**src/rtl/i2ctrf_pkg.sv**
```systemverilog
// Package: opcodes, phase and stop codes, shared types and helpers of the I2C target register file
`default_nettype none
package i2ctrf_pkg;

    localparam int I2CTRF_REG_COUNT = 16;
    localparam logic [7:0] TXN_LIMIT_RST = 8'd32;
    localparam logic [7:0] COUNT_MAX = 8'hff;

    localparam logic [3:0] OP_ADDR_WRITE = 4'd0;
    localparam logic [3:0] OP_ADDR_READ  = 4'd1;
    localparam logic [3:0] OP_BYTE_RX    = 4'd2;
    localparam logic [3:0] OP_MASTER_ACK = 4'd3;
    localparam logic [3:0] OP_MASTER_NAK = 4'd4;
    localparam logic [3:0] OP_STOP       = 4'd5;
    localparam logic [3:0] OP_BUS_ERROR  = 4'd6;
    localparam logic [3:0] OP_LOC_WRITE  = 4'd7;
    localparam logic [3:0] OP_LOC_READ   = 4'd8;
    localparam logic [3:0] OP_CLR_STOP   = 4'd9;

    localparam logic [2:0] PH_IDLE      = 3'd0;
    localparam logic [2:0] PH_AWAIT_PTR = 3'd1;
    localparam logic [2:0] PH_PTR_SET   = 3'd2;
    localparam logic [2:0] PH_READING   = 3'd3;
    localparam logic [2:0] PH_WRITING   = 3'd4;

    localparam logic [2:0] ST_NONE     = 3'd0;
    localparam logic [2:0] ST_PTR_ONLY = 3'd1;
    localparam logic [2:0] ST_RD_DONE  = 3'd2;
    localparam logic [2:0] ST_WR_DONE  = 3'd3;
    localparam logic [2:0] ST_INVALID  = 3'd4;

    typedef struct packed {
        logic wr_en;
        logic rd_en;
    } mem_req_t;

    typedef struct packed {
        logic       send_sel;
        logic       send_valid;
        logic       ack_out;
        logic [2:0] stop_status;
        logic [2:0] bus_phase;
        logic [3:0] pointer_now;
        logic [3:0] first_register;
        logic [7:0] data_count;
    } res_t;

    function automatic logic [7:0] sat_inc(input logic [7:0] v);
        sat_inc = (v == COUNT_MAX) ? v : v + 8'd1;
    endfunction

endpackage
`default_nettype wire

```
**src/rtl/i2ctrf_if.sv**
```systemverilog
// Interfaces: event, result and configuration channels of the I2C target register file
`default_nettype none
interface i2ctrf_evt_if;
    logic       valid;
    logic       ready;
    logic [3:0] opcode;
    logic [7:0] bus_byte;
    logic [3:0] local_index;
    logic [7:0] local_data;
    modport source (output valid, opcode, bus_byte, local_index, local_data, input ready);
    modport sink (input valid, opcode, bus_byte, local_index, local_data, output ready);
endinterface

interface i2ctrf_res_if;
    logic       valid;
    logic       ready;
    logic [7:0] send_data;
    logic       send_valid;
    logic       ack_out;
    logic [2:0] stop_status;
    logic [2:0] bus_phase;
    logic [3:0] pointer_now;
    logic [3:0] first_register;
    logic [7:0] data_count;
    modport source (output valid, send_data, send_valid, ack_out, stop_status, bus_phase,
                    pointer_now, first_register, data_count, input ready);
    modport sink (input valid, send_data, send_valid, ack_out, stop_status, bus_phase,
                  pointer_now, first_register, data_count, output ready);
endinterface

interface i2ctrf_cfg_if;
    logic       valid;
    logic       ready;
    logic [7:0] data;
    modport source (output valid, data, input ready);
    modport sink (input valid, data, output ready);
endinterface
`default_nettype wire

```
**src/rtl/i2ctrf_regmem.sv**
```systemverilog
// Register store: synchronous one-read one-write byte memory with per-entry valid bits
`default_nettype none
module i2ctrf_regmem
    import i2ctrf_pkg::*;
#(
    parameter int REG_COUNT = I2CTRF_REG_COUNT,
    localparam int PW = (REG_COUNT > 1) ? $clog2(REG_COUNT) : 1
) (
    input  wire logic                 clk,
    input  wire logic                 rst_n,
    input  wire mem_req_t             req,
    input  wire logic [PW-1:0]        rd_addr,
    input  wire logic [PW-1:0]        wr_addr,
    input  wire logic [7:0]           wr_data,
    output logic [7:0]                rd_data
);
    logic [7:0]           mem [REG_COUNT];
    logic [REG_COUNT-1:0] vld_reg;
    logic [7:0]           rd_reg;
    logic                 rd_vld_reg;

    always_ff @(posedge clk)
    begin
        if (req.wr_en)
        begin
            mem[wr_addr] <= wr_data;
        end
        if (req.rd_en)
        begin
            rd_reg <= mem[rd_addr];
        end
    end

    always_ff @(posedge clk or negedge rst_n)
    begin
        if (!rst_n)
        begin
            vld_reg    <= '0;
            rd_vld_reg <= 1'b0;
        end
        else
        begin
            if (req.wr_en)
            begin
                vld_reg[wr_addr] <= 1'b1;
            end
            if (req.rd_en)
            begin
                rd_vld_reg <= vld_reg[rd_addr];
            end
        end
    end

    assign rd_data = rd_vld_reg ? rd_reg : 8'd0;

endmodule
`default_nettype wire

```
**src/rtl/i2ctrf_ctrl.sv**
```systemverilog
// Transaction control: pointer, phase, stop code and counters, memory request per word
`default_nettype none
module i2ctrf_ctrl
    import i2ctrf_pkg::*;
#(
    parameter int REG_COUNT = I2CTRF_REG_COUNT,
    localparam int PW = (REG_COUNT > 1) ? $clog2(REG_COUNT) : 1
) (
    input  wire logic          clk,
    input  wire logic          rst_n,
    input  wire logic          accept,
    input  wire logic [3:0]    opcode,
    input  wire logic [7:0]    bus_byte,
    input  wire logic [3:0]    local_index,
    input  wire logic [7:0]    local_data,
    input  wire logic [7:0]    txn_limit,
    output mem_req_t           req,
    output logic [PW-1:0]      rd_addr,
    output logic [PW-1:0]      wr_addr,
    output logic [7:0]         wr_data,
    output res_t               res
);
    logic [PW-1:0] ptr_reg, ptr_next;
    logic [PW-1:0] start_reg, start_next;
    logic [2:0]    phase_reg, phase_next;
    logic [2:0]    stop_reg, stop_next;
    logic [7:0]    moved_reg, moved_next;
    logic [7:0]    limit_reg, limit_next;
    logic [PW:0]   ptr_inc;
    logic [PW-1:0] ptr_adv;
    logic [7:0]    li_ext;
    logic          li_ok;
    logic          bb_ok;
    logic [7:0]    ptr_ext;
    logic [7:0]    start_ext;
    logic          wr_en;
    logic          rd_en;
    logic          send_sel;
    logic          send_valid;
    logic          ack;

    assign ptr_inc = {1'b0, ptr_reg} + (PW+1)'(1);
    assign ptr_adv = (ptr_inc >= (PW+1)'(REG_COUNT)) ? '0 : ptr_inc[PW-1:0];
    assign li_ext  = {4'd0, local_index};
    assign li_ok   = ({1'b0, li_ext} < 9'(REG_COUNT));
    assign bb_ok   = ({1'b0, bus_byte} < 9'(REG_COUNT));

    always_comb
    begin
        ptr_next   = ptr_reg;
        start_next = start_reg;
        phase_next = phase_reg;
        stop_next  = stop_reg;
        moved_next = moved_reg;
        limit_next = limit_reg;
        wr_en      = 1'b0;
        rd_en      = 1'b0;
        send_sel   = 1'b0;
        send_valid = 1'b0;
        ack        = 1'b0;
        rd_addr    = ptr_reg;
        wr_addr    = ptr_reg;
        wr_data    = bus_byte;
        unique case (opcode)
            OP_ADDR_WRITE:
            begin
                stop_next  = ST_NONE;
                moved_next = 8'd0;
                limit_next = 8'd0;
                ack        = 1'b1;
                if (phase_reg == PH_IDLE)
                begin
                    phase_next = PH_AWAIT_PTR;
                end
            end
            OP_ADDR_READ:
            begin
                stop_next  = ST_NONE;
                moved_next = 8'd1;
                limit_next = 8'd0;
                ptr_next   = ptr_adv;
                phase_next = PH_READING;
                rd_en      = 1'b1;
                send_sel   = 1'b1;
                send_valid = 1'b1;
                ack        = 1'b1;
            end
            OP_BYTE_RX:
            begin
                if (phase_reg == PH_AWAIT_PTR)
                begin
                    ptr_next   = bb_ok ? bus_byte[PW-1:0] : '0;
                    start_next = bb_ok ? bus_byte[PW-1:0] : '0;
                    phase_next = PH_PTR_SET;
                end
                else
                begin
                    wr_en      = 1'b1;
                    moved_next = sat_inc(moved_reg);
                    ptr_next   = ptr_adv;
                    phase_next = PH_WRITING;
                end
                limit_next = sat_inc(limit_reg);
                ack        = (limit_next <= txn_limit);
            end
            OP_MASTER_ACK:
            begin
                moved_next = sat_inc(moved_reg);
                limit_next = sat_inc(limit_reg);
                ptr_next   = ptr_adv;
                phase_next = PH_READING;
                rd_en      = 1'b1;
                send_sel   = 1'b1;
                send_valid = 1'b1;
                ack        = 1'b1;
            end
            OP_STOP:
            begin
                priority if (phase_reg == PH_PTR_SET)
                begin
                    stop_next = ST_PTR_ONLY;
                end
                else if (phase_reg == PH_READING)
                begin
                    stop_next = ST_RD_DONE;
                end
                else if (phase_reg == PH_WRITING)
                begin
                    stop_next = ST_WR_DONE;
                end
                else
                begin
                    stop_next = ST_INVALID;
                end
                phase_next = PH_IDLE;
            end
            OP_BUS_ERROR:
            begin
                start_next = '0;
                moved_next = 8'd0;
                ptr_next   = '0;
                stop_next  = ST_NONE;
                phase_next = PH_IDLE;
            end
            OP_LOC_WRITE:
            begin
                wr_en   = li_ok;
                wr_addr = li_ext[PW-1:0];
                wr_data = local_data;
            end
            OP_LOC_READ:
            begin
                rd_en      = li_ok;
                rd_addr    = li_ext[PW-1:0];
                send_sel   = li_ok;
                send_valid = 1'b1;
            end
            OP_CLR_STOP:
            begin
                stop_next = ST_NONE;
            end
            default:
            begin
                // master NACK and unused codes leave the state alone
            end
        endcase
    end

    always_ff @(posedge clk or negedge rst_n)
    begin
        if (!rst_n)
        begin
            ptr_reg   <= '0;
            start_reg <= '0;
            phase_reg <= PH_IDLE;
            stop_reg  <= ST_NONE;
            moved_reg <= 8'd0;
            limit_reg <= 8'd0;
        end
        else if (accept)
        begin
            ptr_reg   <= ptr_next;
            start_reg <= start_next;
            phase_reg <= phase_next;
            stop_reg  <= stop_next;
            moved_reg <= moved_next;
            limit_reg <= limit_next;
        end
    end

    assign ptr_ext   = 8'(ptr_next);
    assign start_ext = 8'(start_next);

    assign req.wr_en = accept && wr_en;
    assign req.rd_en = accept && rd_en;

    assign res.send_sel       = send_sel;
    assign res.send_valid     = send_valid;
    assign res.ack_out        = ack;
    assign res.stop_status    = stop_next;
    assign res.bus_phase      = phase_next;
    assign res.pointer_now    = ptr_ext[3:0];
    assign res.first_register = start_ext[3:0];
    assign res.data_count     = moved_next;

endmodule
`default_nettype wire

```
**src/rtl/i2c_target_register_file_top.sv**
```systemverilog
// Top level: I2C target register file with event, result and configuration channels
//
// Takes one decoded bus event or local access word per clock and returns one result word
// for each. The control state updates in the cycle a word is accepted, and the register
// store, a synchronous memory with one read and one write port, reads its byte at the
// accept edge that loads the output register, so throughput is one word per cycle while
// the result side takes words. A write in one cycle is seen by a read in the next, since
// both go through the single memory at the accept edge. The result register stalls the
// event side only while a word waits in it and the result side holds ready low.
// The transaction byte limit is written through the configuration channel, which is always
// ready.
`default_nettype none
module i2c_target_register_file_top
    import i2ctrf_pkg::*;
#(
    parameter int REG_COUNT = I2CTRF_REG_COUNT
) (
    input  wire logic     clk,
    input  wire logic     rst_n,
    i2ctrf_evt_if.sink    evt,
    i2ctrf_res_if.source  res,
    i2ctrf_cfg_if.sink    cfg
);
    localparam int PW = (REG_COUNT > 1) ? $clog2(REG_COUNT) : 1;

    logic          accept;
    logic [7:0]    max_trans_reg;
    logic          out_vld_reg, out_vld_next;
    res_t          res_reg;
    res_t          res_now;
    mem_req_t      mem_req;
    logic [PW-1:0] rd_addr;
    logic [PW-1:0] wr_addr;
    logic [7:0]    wr_data;
    logic [7:0]    rd_data;

    assign cfg.ready = 1'b1;
    assign evt.ready = !out_vld_reg || res.ready;
    assign accept    = evt.valid && evt.ready;

    always_ff @(posedge clk or negedge rst_n)
    begin
        if (!rst_n)
        begin
            max_trans_reg <= TXN_LIMIT_RST;
        end
        else if (cfg.valid)
        begin
            max_trans_reg <= cfg.data;
        end
    end

    i2ctrf_ctrl #(
        .REG_COUNT (REG_COUNT)
    ) u_ctrl (
        .clk         (clk),
        .rst_n       (rst_n),
        .accept      (accept),
        .opcode      (evt.opcode),
        .bus_byte    (evt.bus_byte),
        .local_index (evt.local_index),
        .local_data  (evt.local_data),
        .txn_limit   (max_trans_reg),
        .req         (mem_req),
        .rd_addr     (rd_addr),
        .wr_addr     (wr_addr),
        .wr_data     (wr_data),
        .res         (res_now)
    );

    i2ctrf_regmem #(
        .REG_COUNT (REG_COUNT)
    ) u_regmem (
        .clk     (clk),
        .rst_n   (rst_n),
        .req     (mem_req),
        .rd_addr (rd_addr),
        .wr_addr (wr_addr),
        .wr_data (wr_data),
        .rd_data (rd_data)
    );

    always_comb
    begin
        out_vld_next = out_vld_reg;
        priority if (accept)
        begin
            out_vld_next = 1'b1;
        end
        else if (res.ready)
        begin
            out_vld_next = 1'b0;
        end
        else
        begin
            out_vld_next = out_vld_reg;
        end
    end

    always_ff @(posedge clk or negedge rst_n)
    begin
        if (!rst_n)
        begin
            out_vld_reg <= 1'b0;
        end
        else
        begin
            out_vld_reg <= out_vld_next;
        end
    end

    always_ff @(posedge clk)
    begin
        if (accept)
        begin
            res_reg <= res_now;
        end
    end

    assign res.valid          = out_vld_reg;
    assign res.send_data      = res_reg.send_sel ? rd_data : 8'd0;
    assign res.send_valid     = res_reg.send_valid;
    assign res.ack_out        = res_reg.ack_out;
    assign res.stop_status    = res_reg.stop_status;
    assign res.bus_phase      = res_reg.bus_phase;
    assign res.pointer_now    = res_reg.pointer_now;
    assign res.first_register = res_reg.first_register;
    assign res.data_count     = res_reg.data_count;

    a_stall_blocks: assert property (@(posedge clk) disable iff (!rst_n)
        out_vld_reg && !res.ready |-> !evt.ready)
        else $error("event accepted while result word is held");

    a_read_gives_word: assert property (@(posedge clk) disable iff (!rst_n)
        accept && (evt.opcode == OP_ADDR_READ || evt.opcode == OP_MASTER_ACK)
        |=> res.valid && res.send_valid && res.bus_phase == PH_READING)
        else $error("bus read did not produce a byte");

    a_quiet_data: assert property (@(posedge clk) disable iff (!rst_n)
        res.valid && !res.send_valid |-> res.send_data == 8'd0)
        else $error("send_data nonzero without send_valid");

    a_stop_idles: assert property (@(posedge clk) disable iff (!rst_n)
        accept && evt.opcode == OP_STOP |=> res.bus_phase == PH_IDLE
        && res.stop_status != ST_NONE)
        else $error("stop did not close the transaction");

endmodule
`default_nettype wire
```
**src/flat_wrapper.sv**
```systemverilog
// flat-port wrapper written by rule: the top's interface ports become plain ports
module i2c_target_register_file_top_flat import i2ctrf_pkg::*;
#(
    parameter int REG_COUNT = I2CTRF_REG_COUNT
)
  (clk, rst_n, evt_valid, evt_opcode, evt_bus_byte, evt_local_index, evt_local_data, evt_ready, res_valid, res_send_data, res_send_valid, res_ack_out, res_stop_status, res_bus_phase, res_pointer_now, res_first_register, res_data_count, res_ready, cfg_valid, cfg_data, cfg_ready);
  i2ctrf_evt_if evt_i ();
  i2ctrf_res_if res_i ();
  i2ctrf_cfg_if cfg_i ();
  input  wire logic clk;
  input  wire logic rst_n;
  input wire logic [$bits(evt_i.valid)-1:0] evt_valid;
  input wire logic [$bits(evt_i.opcode)-1:0] evt_opcode;
  input wire logic [$bits(evt_i.bus_byte)-1:0] evt_bus_byte;
  input wire logic [$bits(evt_i.local_index)-1:0] evt_local_index;
  input wire logic [$bits(evt_i.local_data)-1:0] evt_local_data;
  output wire logic [$bits(evt_i.ready)-1:0] evt_ready;
  output wire logic [$bits(res_i.valid)-1:0] res_valid;
  output wire logic [$bits(res_i.send_data)-1:0] res_send_data;
  output wire logic [$bits(res_i.send_valid)-1:0] res_send_valid;
  output wire logic [$bits(res_i.ack_out)-1:0] res_ack_out;
  output wire logic [$bits(res_i.stop_status)-1:0] res_stop_status;
  output wire logic [$bits(res_i.bus_phase)-1:0] res_bus_phase;
  output wire logic [$bits(res_i.pointer_now)-1:0] res_pointer_now;
  output wire logic [$bits(res_i.first_register)-1:0] res_first_register;
  output wire logic [$bits(res_i.data_count)-1:0] res_data_count;
  input wire logic [$bits(res_i.ready)-1:0] res_ready;
  input wire logic [$bits(cfg_i.valid)-1:0] cfg_valid;
  input wire logic [$bits(cfg_i.data)-1:0] cfg_data;
  output wire logic [$bits(cfg_i.ready)-1:0] cfg_ready;
  assign evt_i.valid = evt_valid;
  assign evt_i.opcode = evt_opcode;
  assign evt_i.bus_byte = evt_bus_byte;
  assign evt_i.local_index = evt_local_index;
  assign evt_i.local_data = evt_local_data;
  assign evt_ready = evt_i.ready;
  assign res_valid = res_i.valid;
  assign res_send_data = res_i.send_data;
  assign res_send_valid = res_i.send_valid;
  assign res_ack_out = res_i.ack_out;
  assign res_stop_status = res_i.stop_status;
  assign res_bus_phase = res_i.bus_phase;
  assign res_pointer_now = res_i.pointer_now;
  assign res_first_register = res_i.first_register;
  assign res_data_count = res_i.data_count;
  assign res_i.ready = res_ready;
  assign cfg_i.valid = cfg_valid;
  assign cfg_i.data = cfg_data;
  assign cfg_ready = cfg_i.ready;
  i2c_target_register_file_top #(.REG_COUNT(REG_COUNT)) u_core (.clk(clk), .rst_n(rst_n), .evt(evt_i), .res(res_i), .cfg(cfg_i));
endmodule
```
**config.mk**
```make
export PLATFORM = sky130hd
export DESIGN_NAME = i2c_target_register_file_top_flat
export DESIGN_NICKNAME = d
export VERILOG_FILES = /design/src/rtl/i2ctrf_pkg.sv /design/src/rtl/i2ctrf_if.sv /design/src/rtl/i2ctrf_regmem.sv /design/src/rtl/i2ctrf_ctrl.sv /design/src/rtl/i2c_target_register_file_top.sv /design/src/flat_wrapper.sv
export SDC_FILE = /design/constraint.sdc
export NUM_CORES = 1
export LEC_CHECK = 0
export BUFFER_PORTS_ARGS = -buffer_cell sky130_fd_sc_hd__buf_2
export CORE_MARGIN = 1
export CORE_UTILIZATION = 35
export DETAILED_ROUTE_END_ITERATION = 16
export SLEW_MARGIN = 20
export SYNTH_ARGS = -nofsm -noshare
export SYNTH_HDL_FRONTEND = slang
export SYNTH_SLANG_ARGS = --single-unit
```
**constraint.sdc**
```tcl
create_clock -name clk -period 7.7 [get_ports clk]
set_clock_uncertainty 0.05 [all_clocks]
set_input_delay 2.31 -clock clk [delete_from_list [all_inputs] [get_ports clk]]
set_output_delay 2.31 -clock clk [all_outputs]
set_load 0.05 [all_outputs]
```
### Yosys cells after proc, flatten, opt, wreduce, memory -nomap -nowiden

Memories as Yosys holds them, arrays and structs flattened. A register that Yosys moved wholly into a read port is not among the register bits.
Index checks and enable logic that the tools add are counted.

* add/sub/neg operators: 3
* mux-type cells: 36
* reductions and logical operators: 19
* bitwise operators: 1
* equal/unequal tests: 14
* $lt $le $gt $ge: 7

Operators by type and width (count)
* 8-bit two-way mux: 6
* 8-bit case mux with 4 select lines: 1
* 4-bit two-way mux: 6
* 8-bit by 1-bit adder with 8-bit output, second input constant: 2
* 8-bit equality test, second input constant: 2
* 16-bit bitwise OR: 1
* 8-bit case mux with 2 select lines: 1
* 4-bit by 5-bit < comparator with 1-bit output, second input constant: 3
* 3-bit two-way mux: 5
* 4-bit by 3-bit equality test with 1-bit output, second input constant: 3
* 3-bit case mux with 4 select lines: 1
* 4-bit case mux with 3 select lines: 1
* 2-bit OR reduction: 5
* 4-bit by 2-bit equality test with 1-bit output, second input constant: 2
* 4-bit equality test, second input constant: 2
* 8-bit less-or-equal comparator: 1
* 8-bit by 5-bit < comparator with 1-bit output, second input constant: 1
* 1-bit two-way mux: 8
* 4-bit case mux with 2 select lines: 1
* 3-bit by 2-bit equality test with 1-bit output, second input constant: 2
* 1-bit case mux with 2 select lines: 3
* 3-bit case mux with 2 select lines: 1
* 3-bit OR reduction: 2
* 4-bit by 1-bit adder with 5-bit output, second input constant: 1
* 15 further kinds: 19

* bits in registers: 81
* bits of input ports: 37
* memories kept: 1
* RAM bits: 128

Memories
* u_core.u_regmem.mem: words 16, width 8, read ports 1, clocked after Yosys merged registers in 1, wr ports 1, line i2ctrf_regmem.sv:17 `logic [7:0] mem [REG_COUNT];`

### Logic depth before layout (Yosys ltp)

* depth after elaboration: 7
* gate-level depth with buffers: 12
* mapped depth without buffers: 12

### By module

Synthesis repeated with hierarchy kept, for this count alone.

* cell total of the unflattened synthesis: 659
* area total of the unflattened synthesis: 10095.9 um2

Modules (own cells, without submodules)
* i2ctrf_regmem: times used 1, cells an instance 258, area each 5979.5 um2, sequential area each 4509.3 um2
* i2ctrf_ctrl: times used 1, cells an instance 323, area each 2762.6 um2, sequential area each 750.7 um2
* i2c_target_register_file_top: times used 1, cells an instance 78, area each 1353.8 um2, sequential area each 977.2 um2

### Least setup slack after synthesis

Ideal clock, no wire load.

* kind: in2out
* from: input port res_ready
* to: output port evt_ready
* data arrival time: 2.748 ns
* cell stages on the path: 1
* setup slack: 2.592 ns
* cell sequence: nand2b_1

* word-level cells in the longest chain between the ends: 1

RTL lines
* start, declared: line flat_wrapper.sv:27 `input wire logic [$bits(res_i.ready)-1:0] res_ready;`
* 1-bit logical OR: line i2c_target_register_file_top.sv:38 `assign evt.ready = !out_vld_reg || res.ready;`
* end, declared: line flat_wrapper.sv:17 `output wire logic [$bits(evt_i.ready)-1:0] evt_ready;`

No other way between the ends.

### Worst setup path after layout

* from: input port evt_opcode[1]
* to: register u_core.u_regmem.rd_reg[6], read port of u_core.u_regmem.mem (data pin)

* word-level cells in the longest chain between the ends: 4
* elaborated cells on any way between the ends: 7
* those cells by class: 3 x eq/ne; 2 x mux; 2 x reduce/logical

RTL lines
* start, declared: line flat_wrapper.sv:13 `input wire logic [$bits(evt_i.opcode)-1:0] evt_opcode;`
* 4-bit by 2-bit equality test with 1-bit output or 4-bit by 1-bit equality test with 1-bit output (tied branches): line i2ctrf_ctrl.sv:64 `unique case (opcode)`
* 2-bit OR reduction (no source line)
* 1-bit case mux with 2 select lines: line i2ctrf_ctrl.sv:64
* 1-bit logical AND: line i2ctrf_ctrl.sv:195 `assign req.rd_en = accept && rd_en;`
* end, declared: line i2ctrf_regmem.sv:19 `logic [7:0] rd_reg;`

Several ways; a longest one is shown, not always the timed one.
A chain may end at the register's enable or synchronous reset.

==> summary.md <==
| Metric | Value |
|---|---|
| Synth-to-Final Area Change | `15.1%` |
| Placed insts | `1,096` |
| Total chip power | `3.21 mW` |
| CP Capture Type | `flop` |
| Worst-path clk slew | `0.06 ns` |
| Max cap viols | `0` |
| Post-CTS setup buffers | `0` |
| Die width | `167 um` |
| CTS tree | `yes` |
| Post-synthesis net count | `759` |
| Final wirelength | `21,400 um` |
| Post-CTS Hold Buffers | `0` |
| Worst Hold Class | `flop to flop` |
| CP Max Fanout | `21` |
| Vias in the first global route | `6,010` |
| # fillers | `2,517` |
| Clock insertion delay at the later pin of the skew report | `0.50 ns` |
| GRT Residual Overflow | `0` |
| Placed wire-length estimate | `14,000 um` |
| Minimum clock period | `5.23 ns` |
| Slew Limit Fails | `0` |
| Least-Margin Pin Slew | `1.08 ns` |
| Required time of the critical path | `7.89 ns` |
| Syn Area/Cell | `13.4 um^2` |
| Seq. cell area | `0.00621 mm^2` |
| CTS-repair resized insts | `0` |
| Startpoint types | `input pin` |
| Final Hold Viols | `0` |
| Initial antenna violation count | `2` |
| Clk root buf | `clkbuf_16` |
| Remaining antenna violation count | `0` |
| Setup-failing EPs final | `0` |
| Finished Layout Cells | `1,139` |
| Total CTS buffers | `23` |
| H-tree depth | `1` |
| Clock sinks | `216` |
| Ys async rst share | `25.9%` |
| DRT iter0 DRCs | `474` |
| Post-synth EDFFs | `160` |
| Setup CP Type | `input pin to flop` |
| Die area | `0.0279 mm^2` |
| Total GRT Usage | `15.3%` |
| First drt pass iteration count | `5` |
| Total core area | `0.0269 mm^2` |
| Via count | `6,011` |
| Initial core utilization | `35.5%` |
| Post-route DRC | `0` |
| CP arrival | `5.42 ns` |
| Die Y | `167 um` |
| Worst Hold Depth | `1` |
| Maximum clock insertion buffer count | `3` |
| Row cnt | `60` |
| Peak Freq | `191 MHz` |
| Area of the multi-input gates | `0.00312 mm^2` |
| Seq cells post-synth | `216` |
| Pin count of the biggest net entering global routing | `57` |
| RSZ-0062 raised after global routing | `no` |
| Pwr Density | `292 mW/mm^2` |
| Share of the yosys chip area belonging to registers | `65.0%` |
| Cells after Synth | `711` |
| Worst vdd ir | `0.203 mV` |
| Max FFs per register | `128` |
| P_leak | `4.21 nW` |
| WL per Instance | `18.8 um` |
| First-pass GRT wire length | `33,300 um` |
| Share of layout cells above drive strength 1 | `21.0%` |
| Port buffer count | `70` |
| Synth warn | `0` |
| Hold Slack | `0.414 ns` |
| Status | `complete, no violations` |
| Ports | `72` |
| Final Cycle Share | `67.9%` |
| Slew HR | `27.6%` |
| Via/cell ratio | `5.28` |
| Worst Reg-to-Reg Cells | `5` |
| Post-synth top flop | `edfxtp_1` |
| NumNets Final | `828` |
| Setup_tns | `0 ns` |
| Synthesized area | `0.00955 mm^2` |
| RePlAce Congestion | `0.783` |
| Distinct cell type count after synthesis | `65` |
[metal layers]
metal,global-route usage [%],wire (um)
met5,0,8
met1,21.3,9690
met2,25.0,10200
met3,3.05,1280
met4,3.15,300
[logic make-up (layout without fill, tap and decap cells)]
| logic type | after synthesis | after routing | share of synthesized area [%] |
|---|---|---|---|
| AOI/OAI and AO/OA | 123 | 123 | 8.57 |
| adders and majority gates | 12 | 12 | 1.55 |
| DFF | 216 | 216 | 65.0 |
| buffers and inverters | 49 | 135 | 2.46 |
| other | 1 | 2 | 0.0393 |
| muxes | 63 | 63 | 10.1 |
| and+or+nand+nor | 242 | 242 | 11.8 |
| xor gates and xnor gates | 5 | 5 | 0.459 |
[stage by stage]
stage               instance area [um^2]  worst slack (ns)  util, %
detailed placement                 10200              1.93     38.0
CTS                                11000              2.47     40.8
global placement                   10200              1.97     38.0
finish                             11000              2.47     40.9
global route                       11000              2.23     40.9
floorplan                           9550              2.59        -
[critical path: stages]
cell     delay, ns
buf_2         0.23
nor4b_4       0.71
mux2i_4       0.95
buf_4         0.40
mux4_2        0.53
a22oi_1       0.16
o21ai_1       0.11
[cells in the mapped netlist, drive strengths merged (3+ instances only)]
| library cell | count | area, um^2 |
|---|---|---|
| o21ai | 35 | 175 |
| nor2 | 58 | 218 |
| a22oi | 8 | 60.1 |
| a41oi | 3 | 26.3 |
| inv | 18 | 67.6 |
| and2 | 4 | 25.0 |
| mux2 | 22 | 248 |
| a22o | 7 | 61.3 |
| mux2i | 17 | 174 |
| nand3 | 25 | 125 |
| a32oi | 5 | 43.8 |
| nor3 | 10 | 50.1 |
| edfxtp | 160 | 4800 |
| a31oi | 14 | 87.6 |
| and3 | 11 | 68.8 |
| clkbuf | 12 | 45.0 |
| buf | 18 | 119 |
| a21oi | 22 | 114 |
| ha | 11 | 138 |
| a21o | 5 | 37.5 |
| nand3b | 3 | 22.5 |
| nand4 | 3 | 18.8 |
| dfrtp | 55 | 1380 |
| a32o | 4 | 40.0 |
| nor2b | 4 | 25.0 |
| or2 | 17 | 106 |
| mux4 | 24 | 541 |
| xor2 | 4 | 35.0 |
| nor3b | 3 | 22.5 |
| nand2b | 6 | 37.5 |
| nand2 | 91 | 342 |
[path summary, 6_finish.rpt]
path,start,to,slack (ns)
max,evt_opcode[1],u_core.u_regmem.rd_reg[6]$_DFFE_PP_,2.47
min,u_core.u_regmem.vld_reg[1]$_DFFE_PN0P_,u_core.u_regmem.vld_reg[1]$_DFFE_PN0P_,0.41
max reg2reg,u_core.res.valid$_DFFE_PN0P_,u_core.u_regmem.mem[14][6]$_DFFE_PP_,4.76
min reg2reg,u_core.u_regmem.vld_reg[1]$_DFFE_PN0P_,u_core.u_regmem.vld_reg[1]$_DFFE_PN0P_,0.41
max in group asynchronous,rst_n,u_core.u_regmem.vld_reg[15]$_DFFE_PN0P_,5.18
min in group asynchronous,rst_n,u_core.u_ctrl.moved_reg[4]$_DFFE_PN0P_,1.92
[area by class of cell]
| class | instances | area share, % |
|---|---|---|
| antenna | 1 | 0.0228 |
| clock buffer | 32 | 5.64 |
| clock inverter | 10 | 1.43 |
| inverter | 19 | 0.649 |
| multi-input combinational | 446 | 28.4 |
| sequential | 216 | 56.5 |
| tap | 341 | 3.88 |
| timing repair buffer | 74 | 3.46 |
[cell usage in the layout (no fill, tap or decap), drive strengths merged, types with 6 or more instances in the layout]
| cell | count |
|---|---|
| nand3 | 25 |
| nor3 | 10 |
| nand2 | 91 |
| mux2i | 17 |
| mux4 | 24 |
| or2 | 17 |
| a22o | 7 |
| mux2 | 22 |
| dfrtp | 55 |
| inv | 20 |
| edfxtp | 160 |
| nor2 | 58 |
| buf | 74 |
| a31oi | 14 |
| a21oi | 22 |
| a22oi | 8 |
| and3 | 11 |
| clkbuf | 32 |
| ha | 11 |
| o21ai | 35 |
| nand2b | 6 |
[report_power, final]
group          internal [mW]  switching, mW  leakage, nW
combinational          0.246          0.401         1.66
clock                  0.699          0.445        0.381
sequential              1.35         0.0709         2.17
total                   2.29          0.918         4.21
(Power assumes the default switching activity.)
